File: src/hw/rtl/sssr_pkg.sv
package sssr_pkg;

   localparam int DATA_W          = 64;
   localparam int MAX_SEQ_LEN_DEF = 32;

   typedef struct packed {
      logic [DATA_W-1:0] payload;
      logic              seq_start;
      logic              batch_end;
   } req_type;

   typedef struct packed {
      logic [DATA_W-1:0] out_payload;
      logic              run_last;
      logic              overflowed;
   } rsp_type;

   // Memory port controls from the sequencer to the step store
   typedef struct packed {
      logic wr_en;
      logic rd_en;
   } store_cmd_type;

   typedef enum logic [1:0] {
      ST_IDLE,
      ST_PUSH,
      ST_READ,
      ST_EMIT
   } state_type;

endpackage

File: src/hw/rtl/sssr_store.sv
module sssr_store #(
   parameter int MAX_SEQ_LEN = sssr_pkg::MAX_SEQ_LEN_DEF,
   localparam int AW = $clog2(MAX_SEQ_LEN)
) (
   input  logic                          clock,
   input  sssr_pkg::store_cmd_type       cmd,
   input  logic [AW-1:0]                 addr,
   input  logic [sssr_pkg::DATA_W-1:0]   wr_data,
   output logic [sssr_pkg::DATA_W-1:0]   rd_data
);

   logic [sssr_pkg::DATA_W-1:0] mem [MAX_SEQ_LEN];
   logic [sssr_pkg::DATA_W-1:0] rd_data_ff;

   always_ff @(posedge clock) begin
      if (cmd.wr_en) begin
         mem[addr] <= wr_data;
      end
   end

   // Registered read port; data holds until the next read
   always_ff @(posedge clock) begin
      if (cmd.rd_en) begin
         rd_data_ff <= mem[addr];
      end
   end

   assign rd_data = rd_data_ff;

endmodule

File: src/hw/rtl/sssr_ctrl.sv
module sssr_ctrl #(
   parameter int MAX_SEQ_LEN = sssr_pkg::MAX_SEQ_LEN_DEF,
   localparam int AW = $clog2(MAX_SEQ_LEN),
   localparam int CW = $clog2(MAX_SEQ_LEN + 1)
) (
   input  logic                          clock,
   input  logic                          reset,
   input  logic                          req_valid,
   output logic                          req_ready,
   input  sssr_pkg::req_type             req_data,
   output logic                          rsp_valid,
   input  logic                          rsp_ready,
   output logic                          rsp_run_last,
   output logic                          rsp_overflowed,
   output sssr_pkg::store_cmd_type       store_cmd,
   output logic [AW-1:0]                 store_addr,
   output logic [sssr_pkg::DATA_W-1:0]   store_wr_data
);

   sssr_pkg::state_type state_ff, state_in;
   logic [CW-1:0]       fill_ff, fill_in;
   logic                ovf_ff, ovf_in;
   logic                end_phase_ff, end_phase_in;
   logic                batch_end_ff, batch_end_in;
   logic [sssr_pkg::DATA_W-1:0] payload_ff, payload_in;

   // Shared pointer unit: one adder steps the fill count up or down
   logic                count_up;
   logic [CW-1:0]       fill_step;

   assign fill_step = count_up ? fill_ff + CW'(1) : fill_ff - CW'(1);

   always_ff @(posedge clock) begin
      if (reset) begin
         state_ff     <= sssr_pkg::ST_IDLE;
         fill_ff      <= '0;
         ovf_ff       <= 1'b0;
         end_phase_ff <= 1'b0;
         batch_end_ff <= 1'b0;
      end else begin
         state_ff     <= state_in;
         fill_ff      <= fill_in;
         ovf_ff       <= ovf_in;
         end_phase_ff <= end_phase_in;
         batch_end_ff <= batch_end_in;
      end
   end

   always_ff @(posedge clock) begin
      payload_ff <= payload_in;
   end

   always_comb begin
      state_in       = state_ff;
      fill_in        = fill_ff;
      ovf_in         = ovf_ff;
      end_phase_in   = end_phase_ff;
      batch_end_in   = batch_end_ff;
      payload_in     = payload_ff;
      count_up       = 1'b0;
      store_cmd      = '0;
      store_addr     = fill_ff[AW-1:0];
      req_ready      = 1'b0;
      rsp_valid      = 1'b0;
      rsp_run_last   = 1'b0;

      unique case (state_ff)
         sssr_pkg::ST_IDLE: begin
            req_ready = 1'b1;
            if (req_valid) begin
               payload_in   = req_data.payload;
               batch_end_in = req_data.batch_end;
               end_phase_in = 1'b0;
               if (req_data.seq_start && (fill_ff != '0)) begin
                  state_in = sssr_pkg::ST_READ;
               end else begin
                  state_in = sssr_pkg::ST_PUSH;
               end
            end
         end

         sssr_pkg::ST_PUSH: begin
            count_up = 1'b1;
            if (fill_ff < CW'(MAX_SEQ_LEN)) begin
               store_cmd.wr_en = 1'b1;
               fill_in         = fill_step;
            end else begin
               ovf_in = 1'b1;
            end
            if (batch_end_ff) begin
               end_phase_in = 1'b1;
               state_in     = sssr_pkg::ST_READ;
            end else begin
               state_in = sssr_pkg::ST_IDLE;
            end
         end

         sssr_pkg::ST_READ: begin
            // pop the top entry
            store_cmd.rd_en = 1'b1;
            store_addr      = fill_step[AW-1:0];
            fill_in         = fill_step;
            state_in        = sssr_pkg::ST_EMIT;
         end

         sssr_pkg::ST_EMIT: begin
            rsp_valid    = 1'b1;
            rsp_run_last = (fill_ff == '0) && (end_phase_ff || !batch_end_ff);
            if (rsp_ready) begin
               if (fill_ff != '0) begin
                  state_in = sssr_pkg::ST_READ;
               end else if (!end_phase_ff) begin
                  state_in = sssr_pkg::ST_PUSH;
               end else begin
                  state_in = sssr_pkg::ST_IDLE;
               end
            end
         end

         default: begin
            state_in = sssr_pkg::ST_IDLE;
         end
      endcase
   end

   assign rsp_overflowed = ovf_ff;
   assign store_wr_data  = payload_ff;

endmodule

File: src/hw/rtl/segment_sequence_reverser_top.sv
// Flow: a request that flushes raises its first response in the emit state
//   after a store read state; each further response takes another read
//   and emit state. A plain push request passes through the accept and push
//   states; every popped step adds read and emit states plus any response
//   stall. No new request is taken until the sequencer is back in idle.
// Reset: synchronous, active high; clears the fill count and overflow flag.
module segment_sequence_reverser_top #(
   parameter int MAX_SEQ_LEN = sssr_pkg::MAX_SEQ_LEN_DEF
) (
   input  logic              clock,
   input  logic              reset,
   input  logic              req_valid,
   output logic              req_ready,
   input  sssr_pkg::req_type req_data,
   output logic              rsp_valid,
   input  logic              rsp_ready,
   output sssr_pkg::rsp_type rsp_data
);

   localparam int AW = $clog2(MAX_SEQ_LEN);

   // Sequencer to store controls
   sssr_pkg::store_cmd_type        store_cmd;
   logic [AW-1:0]                  store_addr;
   logic [sssr_pkg::DATA_W-1:0]    store_wr_data;
   logic [sssr_pkg::DATA_W-1:0]    store_rd_data;

   // Response side flags from the sequencer
   logic                           rsp_run_last;
   logic                           rsp_overflowed;

   // Sequencer: owns the fill count (stack pointer), the sticky overflow flag
   // and the drain / push / drain ordering of each request.
   sssr_ctrl #(
      .MAX_SEQ_LEN (MAX_SEQ_LEN)
   ) u_ctrl (
      .clock          (clock),
      .reset          (reset),
      .req_valid      (req_valid),
      .req_ready      (req_ready),
      .req_data       (req_data),
      .rsp_valid      (rsp_valid),
      .rsp_ready      (rsp_ready),
      .rsp_run_last   (rsp_run_last),
      .rsp_overflowed (rsp_overflowed),
      .store_cmd      (store_cmd),
      .store_addr     (store_addr),
      .store_wr_data  (store_wr_data)
   );

   // Step store: LIFO storage, one write or one read per cycle. The read
   // register doubles as the response payload register and holds while
   // a response is stalled.
   sssr_store #(
      .MAX_SEQ_LEN (MAX_SEQ_LEN)
   ) u_store (
      .clock   (clock),
      .cmd     (store_cmd),
      .addr    (store_addr),
      .wr_data (store_wr_data),
      .rd_data (store_rd_data)
   );

   // Assemble the response
   always_comb begin
      rsp_data.out_payload = store_rd_data;
      rsp_data.run_last    = rsp_run_last;
      rsp_data.overflowed  = rsp_overflowed;
   end

endmodule

File: config.mk
export PLATFORM = sky130hd
export DESIGN_NAME = segment_sequence_reverser_top
export DESIGN_NICKNAME = d
export VERILOG_FILES = /design/src/hw/rtl/sssr_pkg.sv /design/src/hw/rtl/sssr_store.sv /design/src/hw/rtl/sssr_ctrl.sv /design/src/hw/rtl/segment_sequence_reverser_top.sv
export SDC_FILE = /design/constraint.sdc
export NUM_CORES = 2
export LEC_CHECK = 0
export BUFFER_PORTS_ARGS = -buffer_cell sky130_fd_sc_hd__buf_2
export CAP_MARGIN = 20
export CELL_PAD_IN_SITES_DETAIL_PLACEMENT = 1
export CELL_PAD_IN_SITES_GLOBAL_PLACEMENT = 1
export CORE_MARGIN = 2
export CORE_UTILIZATION = 30
export DETAILED_ROUTE_END_ITERATION = 8
export GPL_TIMING_DRIVEN = 0
export HOLD_SLACK_MARGIN = 0.03
export PLACE_DENSITY_LB_ADDON = 0.1
export SETUP_SLACK_MARGIN = 0.15
export SYNTH_ARGS = -nofsm -noshare
export SYNTH_HDL_FRONTEND = slang
export SYNTH_HIERARCHICAL = 1
export SYNTH_SLANG_ARGS = --single-unit
File: constraint.sdc
create_clock -name clock -period 11.7 [get_ports clock]
set_input_delay 0.585 -clock clock [delete_from_list [all_inputs] [get_ports clock]]
set_output_delay 0.585 -clock clock [all_outputs]
set_load 0.01 [all_outputs]
# After elaboration in Yosys (flattened, before gate mapping)
# Memories as Yosys holds them, arrays and structs flattened. A register that Yosys moved wholly into a read port is not among the register bits.
# Cells that the tools add are included.
# op_classes
n_addsub,2
n_lt_le_gt_ge,1
eq_ne,7
n_mux,23
n_bitwise,1
n_reduce_logical,14
# ops
cell,count
1-bit two-way mux,12
6-bit two-way mux,2
6-bit case mux with 2 select lines,1
2-bit two-way mux,5
2-bit case mux with 4 select lines,1
2-bit AND reduction,4
"6-bit by 1-bit adder with 6-bit output, second input constant",1
6-bit zero test,1
"6-bit less-than comparator, second input constant",1
6-bit nonzero test,1
"6-bit by 1-bit subtractor with 6-bit output, second input constant",1
5-bit two-way mux,1
"2-bit equality test, second input constant",2
"2-bit by 1-bit != test with 1-bit output, second input constant",2
"2-bit != test, second input constant",2
2-bit nonzero test,2
3-bit AND reduction,1
"2-bit by 1-bit equality test with 1-bit output, second input constant",1
1-bit logical AND,2
2-bit zero test,1
1-bit case mux with 2 select lines,1
1-bit zero test,1
1-bit logical OR,1
1-bit inverter,1
# totals
reg_bits,75
ram_bits,2048
output_inout_bits,68
word_cells,55
memories,1
# memory_table
memory,words,word_bits,rd,rd_clocked_by_memory_dff,wr,line_no,source
u_store.mem,32,64,1,1,1,sssr_store.sv:12,logic [sssr_pkg::DATA_W-1:0] mem [MAX_SEQ_LEN];

# Depth between registers and ports, before layout
# depth
depth_word,5
mapped_depth,17
mapped_depth_nobuf,11

# Modules after synthesis
# Netlist, hierarchy kept.
# modules_own_cells
mod,instances,cells_per_inst,area_per_inst_um2
sssr_store,1,4136,79506.3
sssr_ctrl,1,161,2690.1
segment_sequence_reverser_top,1,2,15.0

# Worst setup path before layout
# OpenSTA, ideal clock, no wires.
# synth_timing
kind,register to register
startpoint,register u_ctrl.state_ff[1]
endpoint,"memory u_store/mem[27][0] (netlist bit), enable pin"
setup_time_ns,0.565
arrival_ns,7.508
path_slack_ns,3.627
path_stages_with_launch,12
n_path_buf,5
period_less_slack_ns,8.073
path_cell_list,dfxtp_1 -> buf_4 -> nand2b_1 -> inv_1 -> nand2_1 -> nand2_1 -> clkbuf_1 -> buf_2 -> buf_2 -> buf_2 -> nand3_1 -> nor3_1
# synth_via
elab_chain_len,4
word_cells_on_any_way,8
cone_classes,eq/ne (2); mux (6)
# synth_lines
item,line_no,source
"start, declared",sssr_ctrl.sv:20,"sssr_pkg::state_type state_ff, state_in;"
"start signal, assigned",sssr_ctrl.sv:35,state_ff <= sssr_pkg::ST_IDLE;
"start signal, assigned",sssr_ctrl.sv:41,state_ff <= state_in;
2-bit by 1-bit equality test with 1-bit output,sssr_ctrl.sv:67,unique case (state_ff)
1-bit two-way mux,sssr_ctrl.sv:67,
6-bit two-way mux,sssr_ctrl.sv:31,assign fill_step = count_up ? fill_ff + CW'(1) : fill_ff - CW'(1);
5-bit two-way mux (*),sssr_ctrl.sv:67,
named net store_addr[1],segment_sequence_reverser_top.sv:24,logic [AW-1:0] store_addr;
"end, declared",sssr_store.sv:12,
# Mark *: on every way through the listed nets, which the timed path passes. The rest lies on a longest branch.

# Worst setup path after layout
# layout_timing
startpoint,register u_ctrl.state_ff[1]
endpoint,"memory u_store/mem[26][30] (netlist bit), enable pin"
# The elaborated chain is that of the path after synthesis.

==> results.cfg <==
[run_status]
outcome = completed

[power]
ir_drop_mv = 0.143
p_comb_frac = 0.304
p_per_area_mw_per_mm2 = 250
power_switching_mw = 8.48
finalPower_mw = 24.7
p_int_mw = 16.2
p_seq_frac = 0.397
pwr-share-clk = 0.299
p_leak_nw = 31.1
sw_frac_of_total = 0.343

[detailed_routing]
wl_mm = 256
vias = 42800
wl_per_cell_um = 29.4
via_per_inst = 4.92
wl_met3_mm = 8.63
drt-initial-drc-count = 2987
drt.antenna.violating_nets = 0
wl_met1_mm = 112
met2WireLength_mm = 129
route.detailed.drc = 0
firstDrtPassIters = 5
highest_layer = met4

[clocking]
clk_pin_slew_ns = 0.06
htreeDepth = 4
tritoncts = built
cts_sinks = 2187
cts_max_path_buffers = 4
hold_buffers = 69
clk_latency_ns = 0.93
ctsResizeCount = 0
post_cts_buffers = 0
cts_made_buffers = 249
clock-root-buffer = clkbuf_16

[final_layout]
drive_gt1_frac = 0.170
fillerInstances = 26700
finalInstanceArea_mm2 = 0.0987
layout.nets = 4978
synthToLayoutAreaGrowth_pct = 20.1

[min_path]
min_path_cells = 2
worstHoldStart = req_data[10]
holdPathEnd = u_ctrl/store_wr_data[8]$_DFFE_PP_
hold_class = primary input to flip-flop

[sta]
rsz0062_at_grt = no
finClkSkew_ns = 0.0819
setup_viol = 0
tightest_slew_ns = 1.07
slew_headroom = 0.287
finalHoldViolations = 0
min_period_ns = 6.10
tns_ns = 0
fmax_mhz = 164
finalMaxSlewViolations = 0
period_share = 0.521

[floorplan]
ios = 138
core-area_mm2 = 0.273
chipWidth_um = 527
fp.dieH_um = 527
initial_core_util = 0.301
fp-row-count = 192
die-area_mm2 = 0.278

[grt]
overflow = 0
grt_max_degree = 39
grt_pass1_vias = 45100
grt_pass1_wl_mm = 355
grt_antenna_before_repair = 17
grt_use_total = 0.181

[setup_path]
reg2reg_depth = 18
crit_arrival_ns = 6.66
startpoint_type = flip-flop
reg2reg_slack_ns = 5.60
criticalPathCategory = flip-flop to flip-flop
r2r_end = u_store/mem[26][30]$_DFFE_PP_
cp.required_ns = 12.27
end_kind = flip-flop
r2r-start = u_ctrl/state_ff[1]$_SDFFE_PP0P_
crit_path_max_fanout = 38

[synthesis]
synth_cells = 4299
synth_nets = 4371
ys_ff_latch = 2187
async_reset_ff_frac = 0
seq_area_frac_synth = 0.797
synthFlopType = edfxtp_1
ys_warn_count = 6
synth-edff-count = 2176
syn_avg_cell_area_um2 = 19.1
synthDistinctLibCells = 50
syn-cell-area_mm2 = 0.0822

[placed_design]
io_buffer_count = 137
gp_congestion = 0.722
postPlaceCellArea_mm2 = 0.0900
place_hpwl_mm = 171

[flow_run]
max_cap_violations = 0
[how the worst max path moves through the flow]
stage                                    end                             from
2_1_floorplan   u_store/mem[27][0]$_DFFE_PP_  u_ctrl/state_ff[1]$_SDFFE_PP0P_
3_3_place_gp   u_store/mem[27][26]$_DFFE_PP_  u_ctrl/state_ff[1]$_SDFFE_PP0P_
3_5_place_dp   u_store/mem[26][30]$_DFFE_PP_  u_ctrl/state_ff[1]$_SDFFE_PP0P_
4_1_cts        u_store/mem[26][30]$_DFFE_PP_  u_ctrl/state_ff[1]$_SDFFE_PP0P_
5_1_grt        u_store/mem[26][30]$_DFFE_PP_  u_ctrl/state_ff[1]$_SDFFE_PP0P_
6_report       u_store/mem[26][30]$_DFFE_PP_  u_ctrl/state_ff[1]$_SDFFE_PP0P_
[area by class of cell]
| cell class | count | area, um2 | area share |
|---|---|---|---|
| antenna | 7 | 17.5 | 0.000177 |
| inverter | 5 | 21.3 | 0.000215 |
| timing repair buffer | 356 | 4180 | 0.0423 |
| clock inverter | 150 | 1160 | 0.0117 |
| multi-input combinational | 1864 | 15600 | 0.158 |
| buffer | 243 | 1280 | 0.0130 |
| sequential | 2187 | 65600 | 0.664 |
| tap | 3589 | 4490 | 0.0455 |
| clock buffer | 297 | 6450 | 0.0654 |
[Yosys cell counts, types with 5 or more instances]
cell type,number,area (um2)
a21oi_1,7,35.0
nand3b_1,5,37.5
buf_6,15,169
buf_1,7,26.3
o22ai_1,512,3200
dfxtp_1,11,220
clkbuf_1,32,120
o21ai_0,6,30.0
buf_2,180,901
nor4_1,129,807
nor3_1,6,30.0
mux2i_1,1027,10300
nor2_1,40,150
nand2_1,74,278
or3_1,5,31.3
edfxtp_1,2176,65300
buf_4,8,60.1
nand4bb_1,6,67.6
[through the flow]
step	instances	util	setup WS, ns	hold slack, ns
finish	8698	0.362	5.60	0.367
floorplan	4299	-	3.63	0.438
CTS	8675	0.360	5.34	0.280
global route	8697	0.362	5.24	0.317
global placement	8025	0.320	-6.97	0.456
detailed placement	8159	0.330	5.47	0.464
[placed cells by master (no fill, tap or decap), drive strengths merged, types with 7 or more instances in the layout]
cell and count:
a21oi 7, diode 7, buf 497, clkinvlp 7
dlygate4sd3 69, o22ai 512, bufinv 16, nand2 74
edfxtp 2176, clkinv 122, inv 10, clkbuf 329
dfxtp 11, mux2i 1027, or3 7, nor2 40
nor4 129
[state kept, by name, summed over array words and instances, names as in the netlist]
register	count
u_ctrl/end_phase_ff	1
u_ctrl/batch_end_ff	1
u_store/mem	2048
u_ctrl/fill_ff	6
u_ctrl/store_wr_data	64
u_store/rd_data	64
u_ctrl/state_ff	2
u_ctrl/rsp_overflowed	1
[metal layers]
layer  GRT usage  up-vias
li1            -    18900
met1       0.237    22800
met2       0.316      792
met3      0.0247      347
met4      0.0464        0
met5           0        -
[cells by family (layout without fill, tap and decap cells)]
family	after synthesis	count (layout)	share of synthesized area
simple gates	294	294	0.0199
other cells	0	7	0
xor+xnor	5	5	0.000533
flops	2187	2187	0.797
buf+inv	248	1051	0.0159
fa+ha+maj	2	2	0.000304
mux	1028	1028	0.125
compound gates	535	535	0.0407
[critical path, cell delays in order (launching register included)]
cell	delay (ns)
dfxtp_1	0.30
buf_4	0.17
nand2b_1	0.18
inv_4	0.49
buf_16	0.27
nand2_1	0.11
nand2_1	0.07
clkbuf_1	0.11
buf_2	0.27
buf_2	0.52
buf_2	0.57
nand3b_1	0.72
nor3_2	0.72
buf_6	0.22
buf_6	0.16
buf_8	0.16
buf_6	0.18
buf_6	0.19
buf_6	0.18
[power by group through the flow]
| stage | sequential, mW | combinational, mW | clock (mW) |
|---|---|---|---|
| CTS | 9.90 | 7.66 | 7.64 |
| finish | 9.80 | 7.52 | 7.40 |
| detailed placement | 10.1 | 7.62 | 0 |
| global placement | 10.1 | 7.45 | 0 |
| global route | 9.87 | 8.03 | 7.93 |
| floorplan | 9.94 | 4.19 | 0 |
Power figures use the tool's default switching activity.
